**config.mk**
```make
export PLATFORM = sky130hd
export DESIGN_NAME = mecanum_wheel_speed_mixer
export DESIGN_NICKNAME = d
export VERILOG_FILES = /design/src/rtl/mwsm_pkg.sv /design/src/rtl/mwsm_mul.sv /design/src/rtl/mwsm_div.sv /design/src/rtl/mecanum_wheel_speed_mixer.sv
export SDC_FILE = /design/constraint.sdc
export NUM_CORES = 2
export LEC_CHECK = 0
export ABC_AREA = 1
export BUFFER_PORTS_ARGS = -buffer_cell sky130_fd_sc_hd__buf_2
export CAP_MARGIN = 10
export CORE_MARGIN = 2
export CORE_UTILIZATION = 30
export CTS_CLUSTER_DIAMETER = 40
export CTS_CLUSTER_SIZE = 24
export DETAILED_ROUTE_END_ITERATION = 10
export PLACE_DENSITY_LB_ADDON = 0.25
export SETUP_SLACK_MARGIN = 0.05
export SYNTH_ARGS = -nofsm -noshare
export SYNTH_HDL_FRONTEND = slang
export SYNTH_SLANG_ARGS = --single-unit
```
**constraint.sdc**
```tcl
create_clock -name clk -period 10.7 [get_ports clk]
set_input_delay 3.21 -clock clk [delete_from_list [all_inputs] [get_ports clk]]
set_output_delay 3.21 -clock clk [all_outputs]
set_load 0.1 [all_outputs]
```
**src/rtl/mwsm_pkg.sv**
```systemverilog
// Shared types, widths and constants for the mecanum wheel speed mixer.
package mwsm_pkg;

	// Field widths
	localparam int IN_W      = 24;
	localparam int SPEED_W   = 16;
	localparam int LEVER_W   = 16;
	localparam int GAIN_W    = 24;
	localparam int LIMIT_W   = 15;
	localparam int CFG_W     = 24;
	localparam int CFG_IDX_W = 2;

	// Saturation width of the motor targets, clamped to the 16-bit field
	localparam int MOTOR_SPEED_BITS = 16;
	localparam int SAT_BITS = (MOTOR_SPEED_BITS > SPEED_W) ? SPEED_W :
		((MOTOR_SPEED_BITS < 2) ? 2 : MOTOR_SPEED_BITS);

	// Datapath widths
	localparam int NWHEEL  = 4;
	localparam int WIDX_W  = 2;
	localparam int WHEEL_W = 41;                  // signed wheel speed, Q.16
	localparam int UW_W    = WHEEL_W - 1;         // wheel magnitude
	localparam int LO_W    = 16;                  // low split of the magnitude
	localparam int HI_W    = UW_W - LO_W;
	localparam int MAG_W   = 32;                  // motor magnitude in rpm
	localparam int MUL_A_W = 32;
	localparam int MUL_B_W = 24;
	localparam int PROD_W  = MUL_A_W + MUL_B_W;
	localparam int NUM_W   = MAG_W + LIMIT_W;     // scaling dividend
	localparam int QUOT_W  = LIMIT_W;             // scaled magnitude never exceeds limit
	localparam int DIV_CNT_W = $clog2(QUOT_W + 1); // divider step counter

	// Saturation bounds
	localparam logic [MAG_W:0] SAT_POS = (MAG_W+1)'((64'd1 << (SAT_BITS - 1)) - 64'd1);
	localparam logic [MAG_W:0] SAT_NEG = SAT_POS + (MAG_W+1)'(1);

	// Register indexes
	localparam logic [CFG_IDX_W-1:0] REG_TURN_LEVER_ARM      = 2'd0;
	localparam logic [CFG_IDX_W-1:0] REG_SPEED_TO_MOTOR_GAIN = 2'd1;
	localparam logic [CFG_IDX_W-1:0] REG_MOTOR_SPEED_LIMIT   = 2'd2;

	// Register reset values
	localparam logic [LEVER_W-1:0] LEVER_RST = 16'd6400;
	localparam logic [GAIN_W-1:0]  GAIN_RST  = 24'd65536;
	localparam logic [LIMIT_W-1:0] LIMIT_RST = 15'd8000;

	// Action codes
	localparam logic ACT_STOP = 1'b0;
	localparam logic ACT_SET  = 1'b1;

	// Motors one and three are mounted reversed (bit i is wheel i)
	localparam logic [NWHEEL-1:0] MOUNT_REV = 4'b0101;

	typedef struct packed {
		logic signed [IN_W-1:0] forward_speed;
		logic signed [IN_W-1:0] sideways_speed;
		logic signed [IN_W-1:0] turn_rate;
	} cmd_t;

	typedef struct packed {
		logic                      action;
		logic signed [SPEED_W-1:0] motor_one_speed;
		logic signed [SPEED_W-1:0] motor_two_speed;
		logic signed [SPEED_W-1:0] motor_three_speed;
		logic signed [SPEED_W-1:0] motor_four_speed;
	} mix_t;

endpackage

```
**src/rtl/mwsm_mul.sv**
```systemverilog
// Shared unsigned multiplier with a registered product.
module mwsm_mul (
	input  logic                         clk,
	input  logic                         en,
	input  logic [mwsm_pkg::MUL_A_W-1:0] a,
	input  logic [mwsm_pkg::MUL_B_W-1:0] b,
	output logic [mwsm_pkg::PROD_W-1:0]  prod
);
	import mwsm_pkg::*;

	logic [PROD_W-1:0] prod_q;

	// Capture one product per issue
	always_ff @(posedge clk) begin
		if (en) begin
			prod_q <= PROD_W'(a) * PROD_W'(b);
		end
	end

	assign prod = prod_q;

endmodule

```
**src/rtl/mwsm_div.sv**
```systemverilog
// Restoring divider, one quotient bit per cycle, for limit scaling.
module mwsm_div (
	input  logic                        clk,
	input  logic                        arst_n,
	input  logic                        start,
	input  logic [mwsm_pkg::NUM_W-1:0]  num,
	input  logic [mwsm_pkg::MAG_W-1:0]  den,
	output logic                        done,
	output logic [mwsm_pkg::QUOT_W-1:0] quot
);
	import mwsm_pkg::*;

	logic [MAG_W-1:0]     rem_q;
	logic [MAG_W-1:0]     den_q;
	logic [QUOT_W-1:0]    bits_q;     // dividend low bits in, quotient bits out
	logic [DIV_CNT_W-1:0] cnt_q;
	logic                 busy_q;
	logic                 done_q;
	logic [MAG_W+1:0]     diff;
	logic                 take;

	// Trial subtract of the shifted remainder
	assign diff = {1'b0, rem_q, bits_q[QUOT_W-1]} - {2'b00, den_q};
	assign take = ~diff[MAG_W+1];

	// Control: count quotient bits and flag the last one
	always_ff @(posedge clk or negedge arst_n) begin
		if (!arst_n) begin
			busy_q <= 1'b0;
			done_q <= 1'b0;
			cnt_q  <= '0;
		end else begin
			done_q <= 1'b0;
			if (start) begin
				busy_q <= 1'b1;
				cnt_q  <= DIV_CNT_W'(QUOT_W);
			end else if (busy_q) begin
				cnt_q <= cnt_q - DIV_CNT_W'(1);
				if (cnt_q == DIV_CNT_W'(1)) begin
					busy_q <= 1'b0;
					done_q <= 1'b1;
				end
			end
		end
	end

	// Datapath: the high dividend part is already below the divisor
	always_ff @(posedge clk) begin
		if (start) begin
			rem_q  <= num[NUM_W-1:QUOT_W];
			bits_q <= num[QUOT_W-1:0];
			den_q  <= den;
		end else if (busy_q) begin
			rem_q  <= take ? diff[MAG_W-1:0] : {rem_q[MAG_W-2:0], bits_q[QUOT_W-1]};
			bits_q <= {bits_q[QUOT_W-2:0], take};
		end
	end

	assign done = done_q;
	assign quot = bits_q;

endmodule

```
**src/rtl/mecanum_wheel_speed_mixer.sv**
```systemverilog
// Top level: registers, sequencer and output stage of the mecanum wheel speed mixer.
//
//  channel | direction | handshake              | payload
//  --------+-----------+------------------------+--------------------------------
//  cmd     | in        | cmd_valid / cmd_stall  | forward, sideways, turn speeds
//  mix     | out       | mix_valid / mix_stall  | action and four motor speeds
//  cfg     | in        | cfg_we                 | cfg_index, cfg_data
//
// A moving command is mixed wheel by wheel through the shared multiplier; when the
// limit scaling runs, it adds one multiply plus a 15-step divide per wheel.
// A stop command goes straight to the output stage; a repeated zero command gives nothing.
// The multiplier is shared between all steps and the divider is bit-serial.
// cmd_stall is high while a command is in work; a stalled result sits in the
// output register while the next command is taken. Reset loads the register defaults.
module mecanum_wheel_speed_mixer (
	input  logic                           clk,
	input  logic                           arst_n,
	input  logic                           cmd_valid,
	output logic                           cmd_stall,
	input  mwsm_pkg::cmd_t                 cmd,
	output logic                           mix_valid,
	input  logic                           mix_stall,
	output mwsm_pkg::mix_t                 mix,
	input  logic                           cfg_we,
	input  logic [mwsm_pkg::CFG_IDX_W-1:0] cfg_index,
	input  logic [mwsm_pkg::CFG_W-1:0]     cfg_data
);
	import mwsm_pkg::*;

	typedef enum logic [10:0] {
		S_IDLE  = 11'b000_0000_0001,
		S_TURN  = 11'b000_0000_0010,
		S_TLAT  = 11'b000_0000_0100,
		S_WSUM  = 11'b000_0000_1000,
		S_LO    = 11'b000_0001_0000,
		S_HI    = 11'b000_0010_0000,
		S_ACC   = 11'b000_0100_0000,
		S_CHK   = 11'b000_1000_0000,
		S_SMUL  = 11'b001_0000_0000,
		S_SWAIT = 11'b010_0000_0000,
		S_OUT   = 11'b100_0000_0000
	} state_t;

	state_t state_q;

	// Configuration registers
	logic [LEVER_W-1:0] lever_q;
	logic [GAIN_W-1:0]  gain_q;
	logic [LIMIT_W-1:0] limit_q;

	// Command and work registers
	logic                      stopped_q;
	logic                      stop_q;
	logic signed [IN_W-1:0]    x_q;
	logic signed [IN_W-1:0]    y_q;
	logic [IN_W-1:0]           r_mag_q;
	logic                      r_neg_q;
	logic signed [WHEEL_W-1:0] t_q;
	logic [UW_W-1:0]           uw_q;
	logic                      wneg_q;
	logic [MUL_B_W-1:0]        lo_q;
	logic [WIDX_W-1:0]         idx_q;
	logic [MAG_W-1:0]          mag_q [NWHEEL];
	logic [NWHEEL-1:0]         neg_q;
	logic [MAG_W-1:0]          max_q;
	logic                      div_start_q;

	// Output register
	logic mix_valid_q;
	mix_t mix_q;

	// Shared unit wiring
	logic               mul_en;
	logic [MUL_A_W-1:0] mul_a;
	logic [MUL_B_W-1:0] mul_b;
	logic [PROD_W-1:0]  prod;
	logic               div_done;
	logic [QUOT_W-1:0]  quot;

	// Combinational helpers
	logic                      cmd_take;
	logic                      cmd_zero;
	logic                      out_free;
	logic signed [WHEEL_W-1:0] xs;
	logic signed [WHEEL_W-1:0] ys;
	logic signed [WHEEL_W-1:0] wheel;
	logic signed [WHEEL_W-1:0] wheel_neg;
	logic [MAG_W:0]            part;
	logic [MAG_W-1:0]          mag_new;

	// Clamp a magnitude with its sign to the signed motor range
	function automatic logic signed [SPEED_W-1:0] sat_speed(
		input logic [MAG_W-1:0] m,
		input logic             n
	);
		logic [MAG_W:0] lim;
		logic [MAG_W:0] mm;
		lim = n ? SAT_NEG : SAT_POS;
		mm  = ({1'b0, m} > lim) ? lim : {1'b0, m};
		if (n) begin
			mm = -mm;
		end
		return mm[SPEED_W-1:0];
	endfunction

	assign cmd_stall = (state_q != S_IDLE);
	assign cmd_take  = cmd_valid && !cmd_stall;
	assign cmd_zero  = (cmd.forward_speed == '0) && (cmd.sideways_speed == '0) &&
		(cmd.turn_rate == '0);
	assign out_free  = !mix_valid_q || !mix_stall;

	// Wheel sum: t added on wheels one and three, y added on wheels two and three
	assign xs = {{(WHEEL_W-IN_W-8){x_q[IN_W-1]}}, x_q, 8'b0};
	assign ys = {{(WHEEL_W-IN_W-8){y_q[IN_W-1]}}, y_q, 8'b0};
	assign wheel = xs + ((idx_q[0] ^ idx_q[1]) ? ys : -ys) + (idx_q[0] ? -t_q : t_q);
	assign wheel_neg = -wheel;

	// Recombine the split product: (hi*g + (lo*g >> 16)) >> 16
	assign part    = (MAG_W+1)'((prod[MUL_B_W+HI_W-1:0] + (MUL_B_W+HI_W)'(lo_q)) >> LO_W);
	assign mag_new = part[MAG_W-1:0];

	// Operand select for the shared multiplier
	always_comb begin
		mul_en = 1'b1;
		mul_a  = '0;
		mul_b  = '0;
		case (state_q)
			S_TURN: begin
				mul_a = MUL_A_W'(r_mag_q);
				mul_b = MUL_B_W'(lever_q);
			end
			S_LO: begin
				mul_a = MUL_A_W'(uw_q[LO_W-1:0]);
				mul_b = gain_q;
			end
			S_HI: begin
				mul_a = MUL_A_W'(uw_q[UW_W-1:LO_W]);
				mul_b = gain_q;
			end
			S_SMUL: begin
				mul_a = mag_q[idx_q];
				mul_b = MUL_B_W'(limit_q);
			end
			default: begin
				mul_en = 1'b0;
			end
		endcase
	end

	mwsm_mul u_mul (
		.clk  (clk),
		.en   (mul_en),
		.a    (mul_a),
		.b    (mul_b),
		.prod (prod)
	);

	mwsm_div u_div (
		.clk    (clk),
		.arst_n (arst_n),
		.start  (div_start_q),
		.num    (prod[NUM_W-1:0]),
		.den    (max_q),
		.done   (div_done),
		.quot   (quot)
	);

	// Configuration writes; unknown indexes drop
	always_ff @(posedge clk or negedge arst_n) begin
		if (!arst_n) begin
			lever_q <= LEVER_RST;
			gain_q  <= GAIN_RST;
			limit_q <= LIMIT_RST;
		end else if (cfg_we) begin
			case (cfg_index)
				REG_TURN_LEVER_ARM:      lever_q <= cfg_data[LEVER_W-1:0];
				REG_SPEED_TO_MOTOR_GAIN: gain_q  <= cfg_data[GAIN_W-1:0];
				REG_MOTOR_SPEED_LIMIT:   limit_q <= cfg_data[LIMIT_W-1:0];
				default: begin
				end
			endcase
		end
	end

	// Sequencer
	always_ff @(posedge clk or negedge arst_n) begin
		if (!arst_n) begin
			state_q     <= S_IDLE;
			stopped_q   <= 1'b0;
			idx_q       <= '0;
			div_start_q <= 1'b0;
			mix_valid_q <= 1'b0;
		end else begin
			div_start_q <= 1'b0;
			if (mix_valid_q && !mix_stall) begin
				mix_valid_q <= 1'b0;
			end
			case (state_q)
				S_IDLE: begin
					if (cmd_take) begin
						idx_q <= '0;
						if (cmd_zero) begin
							if (!stopped_q) begin
								stopped_q <= 1'b1;
								state_q   <= S_OUT;
							end
						end else begin
							stopped_q <= 1'b0;
							state_q   <= S_TURN;
						end
					end
				end
				S_TURN:  state_q <= S_TLAT;
				S_TLAT:  state_q <= S_WSUM;
				S_WSUM:  state_q <= S_LO;
				S_LO:    state_q <= S_HI;
				S_HI:    state_q <= S_ACC;
				S_ACC: begin
					idx_q <= idx_q + WIDX_W'(1);
					state_q <= (idx_q == WIDX_W'(NWHEEL - 1)) ? S_CHK : S_WSUM;
				end
				S_CHK: begin
					idx_q <= '0;
					state_q <= (max_q > MAG_W'(limit_q)) ? S_SMUL : S_OUT;
				end
				S_SMUL: begin
					div_start_q <= 1'b1;
					state_q     <= S_SWAIT;
				end
				S_SWAIT: begin
					if (div_done) begin
						idx_q <= idx_q + WIDX_W'(1);
						state_q <= (idx_q == WIDX_W'(NWHEEL - 1)) ? S_OUT : S_SMUL;
					end
				end
				S_OUT: begin
					if (out_free) begin
						mix_valid_q <= 1'b1;
						state_q     <= S_IDLE;
					end
				end
				default: state_q <= S_IDLE;
			endcase
		end
	end

	// Datapath registers
	always_ff @(posedge clk) begin
		case (state_q)
			S_IDLE: begin
				if (cmd_take) begin
					stop_q  <= cmd_zero;
					x_q     <= cmd.forward_speed;
					y_q     <= cmd.sideways_speed;
					r_neg_q <= cmd.turn_rate[IN_W-1];
					r_mag_q <= cmd.turn_rate[IN_W-1] ? -cmd.turn_rate : cmd.turn_rate;
					max_q   <= '0;
				end
			end
			S_TLAT: begin
				t_q <= r_neg_q ? -{1'b0, prod[UW_W-1:0]} : {1'b0, prod[UW_W-1:0]};
			end
			S_WSUM: begin
				wneg_q <= wheel[WHEEL_W-1];
				uw_q   <= wheel[WHEEL_W-1] ? wheel_neg[UW_W-1:0] : wheel[UW_W-1:0];
			end
			S_HI: begin
				lo_q <= prod[LO_W+MUL_B_W-1:LO_W];
			end
			S_ACC: begin
				mag_q[idx_q] <= mag_new;
				neg_q[idx_q] <= (mag_new != '0) && (wneg_q ^ MOUNT_REV[idx_q]);
				if (mag_new > max_q) begin
					max_q <= mag_new;
				end
			end
			S_SWAIT: begin
				if (div_done) begin
					mag_q[idx_q] <= MAG_W'(quot);
				end
			end
			S_OUT: begin
				if (out_free) begin
					if (stop_q) begin
						mix_q <= '{action: ACT_STOP, default: '0};
					end else begin
						mix_q.action            <= ACT_SET;
						mix_q.motor_one_speed   <= sat_speed(mag_q[0], neg_q[0]);
						mix_q.motor_two_speed   <= sat_speed(mag_q[1], neg_q[1]);
						mix_q.motor_three_speed <= sat_speed(mag_q[2], neg_q[2]);
						mix_q.motor_four_speed  <= sat_speed(mag_q[3], neg_q[3]);
					end
				end
			end
			default: begin
			end
		endcase
	end

	assign mix_valid = mix_valid_q;
	assign mix       = mix_q;

endmodule

```
==> summary.md <==
| Metric | Value |
|---|---|
| Net Switching | a little over 7000 uW |
| Port Buf Inserts | between 150 and 200 |
| Worst r2r path cells | 32 |
| Sink Count | around 610 |
| Worst endpoint required time | ~11000 ps |
| Critical path class | flip-flop to flip-flop |
| Asr flop ratio synth | 12.6% |
| Reg2Reg Capture Point | u_mul.prod[47] |
| Area growth syn-to-layout | 12.3% |
| Vias | between 50000 and 60000 |
| Final hold violations | 0 |
| Sw frac | 50.0% |
| Clock transition at path regs | roughly 60 ps |
| Peak VDD IR | about 360 uV |
| Endpoints failing setup | 0 |
| Initial antenna violation count | 3 |
| CP max FO | 45 |
| Synth top area cells | edfxtp_1, fa_1, nand2_1, inv_1, ha_1 |
| H-tree levels | 3 |
| Die Y | about 460 um |
| Synth warn | 0 |
| PD cells | 200 nW/um2 |
| Count leader, synth | nand2_1 |
| Class of the worst hold path | flip-flop to flip-flop |
| DRT Pass-1 Iters | 6 |
| Clock tree buffer depth | 3 |
| Setup TNS Final | 0 ps |
| Gpl congestion | about 0.97 |
| Synth top area share | roughly a quarter |
| Critical Path Source Type | flip-flop |
| Non-Filler Instances | 10800 |
| # fillers | 22200 |
| Hold Path Cell Cnt | 0 |
| Footprint of the multi-input gates | approximately 38000 um2 |
| Slowest CP cell | and3_1 |
| Leak | 0.0333 uW |
| Grt met3 use | under 10% |
| First-pass GRT wire length | around 350000 um |
| Hold path start | max_q[19] |
| Cts hold-fix bufs | 0 |
| Total CTS buffers | 94 |
| CTS root buffer | clkbuf_16 |
| Wire length per cell | 21.5 um |
| # nets final | ~9000 |
| Fin. max-slew vios | 0 |
| Drt drc | 0 |
| Largest net degree at the start of global routing | 75 |
| Crit path capture type | flip-flop |
| Global routing usage on met2 | a little over a third |
| Worst EP arrival | roughly 10000 ps |
| Synth unique cells | 67 |
| Post-Syn Area | roughly 63000 um2 |
| Initial Util | 30.1% |
| Clock Power Share | a little under a quarter |
| Max-cap violations | 0 |
| Worst clock skew | about 48 ps |
| Total grt overflow | 0 |
| Mapped Cells | 7706 |
| Core area | roughly 210000 um2 |
| GR Layer Usage met1 | about 28% |
| Post-synth top flop | edfxtp_1 |
| Worst Max-Slew Pin Slew | about 1100 ps |
| Hold EP | u_div.den_q[19] |
| Sequential Power Share | 25.2% |
| Min cycle time layout | between 10000 and 15000 ps |
| Post-synthesis sequential area ratio | ~29% |
| Worst Path Buf+Inv | 10 |
| R2r setup slk | between 600 and 700 ps |
| P_int | ~7000 uW |
| RR Startpoint | idx_q[0] |
| Number of DRC markers in iteration 0 | roughly 4500 |
| Vias per inst | 4.85 |
| I/O pin total | 170 |
| Synth Area per Inst | approximately 8.2 um2 |
| WL final | about 230000 um |
| Fmax | 99.3 MHz |
| Synth cell count leaders | nand2_1, inv_1, nor2_1 |
| Inst Count DP | around 11000 |
| Layout Utilization | 33.8% |
| Vias in the first global route | roughly 54000 |
| CP peak stage delay | approximately 910 ps |
| Core Rows | between 150 and 200 |
| Period utilization | a little over nine tenths |
| Slew HR | around a quarter |
| Cell taking the most area after synthesis | edfxtp_1 |
| Outcome | finished, final reports clean |
| CTS tree | built |
| Die width | 462 um |
| Post-synth EDFFs | roughly 540 |
| Register bit total from synthesis | just over 600 |
| Skew-Pair Late Insertion Delay | ~730 ps |
| Most used routing layer in global routing | met2 |
| Sequential Area | 18000 um2 |
| Unrepaired setup endpoints after global routing | no |
| Layout cell share with drive strength beyond 1 | slightly below 8% |
| Die ar. | around 210000 um2 |
| Comb pwr share | around 52% |
| Cell class contributing the biggest share of worst-path delay | adder cells |
| ANT nets after route | 0 |
| Total Routing Usage GR | between 20% and 30% |
| Dpl hpwl | 191000 um |
-- power groups by stage --
stage | Clock [uW] | Combinational, uW | Sequential [uW]
after detailed placement | 0 | 7290 | 3590
final | 3210 | 7320 | 3550
after global placement | 0 | 7270 | 3590
after floorplan | 0 | 4720 | 3380
after global routing | 3380 | 8070 | 3560
after CTS | 3290 | 7350 | 3540
-- layout by cell type (no fill, tap or decap), types with 74 or more instances in the layout --
cell type,instances
nand4_1,92
buf_2,168
inv_1,1566
clkbuf_16,97
buf_4,112
a21oi_1,305
xnor2_1,74
nor3_1,74
xor2_1,156
edfxtp_1,536
nor2_1,744
nand3_1,262
ha_1,351
o21ai_0,357
fa_1,666
nand2_1,1789
-- stage by stage --
| stage | power [uW] | cell area [um2] | hold slack [ps] | worst slack (ps) |
|---|---|---|---|---|
| 3_5_place_dp | 10900 | 67200 | 443 | 626 |
| 6_report | 14100 | 70600 | 439 | 633 |
| 2_1_floorplan | 8100 | 63000 | 421 | 571 |
| 4_1_cts | 14200 | 70600 | 432 | 540 |
| 3_3_place_gp | 10900 | 67200 | 442 | 687 |
| 5_1_grt | 15000 | 70600 | 464 | 101 |
-- worst max-delay path by stage --
stage               from             end  slack [ps]  cells past startpoint
6_report        idx_q[0]  u_mul.prod[47]         630                     32
5_1_grt         idx_q[1]  u_mul.prod[47]         100                     32
4_1_cts         idx_q[0]  u_mul.prod[47]         540                     32
3_5_place_dp    idx_q[0]  u_mul.prod[47]         630                     32
3_3_place_gp    idx_q[0]  u_mul.prod[47]         690                     32
2_1_floorplan  mix_stall          mix[0]         570                      3
-- state kept, by name, indices dropped and copies added (netlist names), 2 cells and up --
| name | count |
|---|---|
| r_mag_q | 24 |
| idx_q | 2 |
| t_q | 41 |
| u_div.den_q | 32 |
| u_div.cnt_q | 4 |
| x_q | 24 |
| u_div.quot | 15 |
| u_div.rem_q | 32 |
| neg_q | 4 |
| limit_q | 15 |
| mix | 65 |
| gain_q | 24 |
| lo_q | 24 |
| u_mul.prod | 48 |
| lever_q | 16 |
| state_q | 11 |
| mag_q | 128 |
| max_q | 32 |
| y_q | 24 |
| uw_q | 40 |
-- final cells by class --
cell class                      count  area share, %
Antenna cell                        7         0.0248
Clock buffer                      102           3.49
Clock inverter                     75           1.22
Inverter                         1618           8.61
Multi-Input combinational cell   5298           53.7
Sequential cell                   613           25.6
Tap cell                         2805           4.97
Timing Repair Buffer              280           2.38
-- routing by layer --
metal	share of wire (%)	wire [um]	vias up
met1	42	98700	25900
met5	0	0	-
met3	6.2	14400	353
met4	4.7	10900	0
li1	-	-	24500
met2	47	108000	1727
-- cell families after synthesis --
| family | synth area share [%] |
|---|---|
| DFF | 28.7 |
| buffers and inverters | 11.3 |
| xor gates and xnor gates | 3.26 |
| adders and majority gates | 28.2 |
| muxes | 0.143 |
| other | 0.0119 |
| AOI/OAI and AO/OA | 7.69 |
| and+or+nand+nor | 20.7 |
-- what timing repair did --
action,CTS,global route
buffers inserted,0,0
gates resized for setup,0,1
endpoints found under the hold margin,0,0
setup endpoints to repair,0,2
Note: power is estimated with default switching activity, not from simulation.
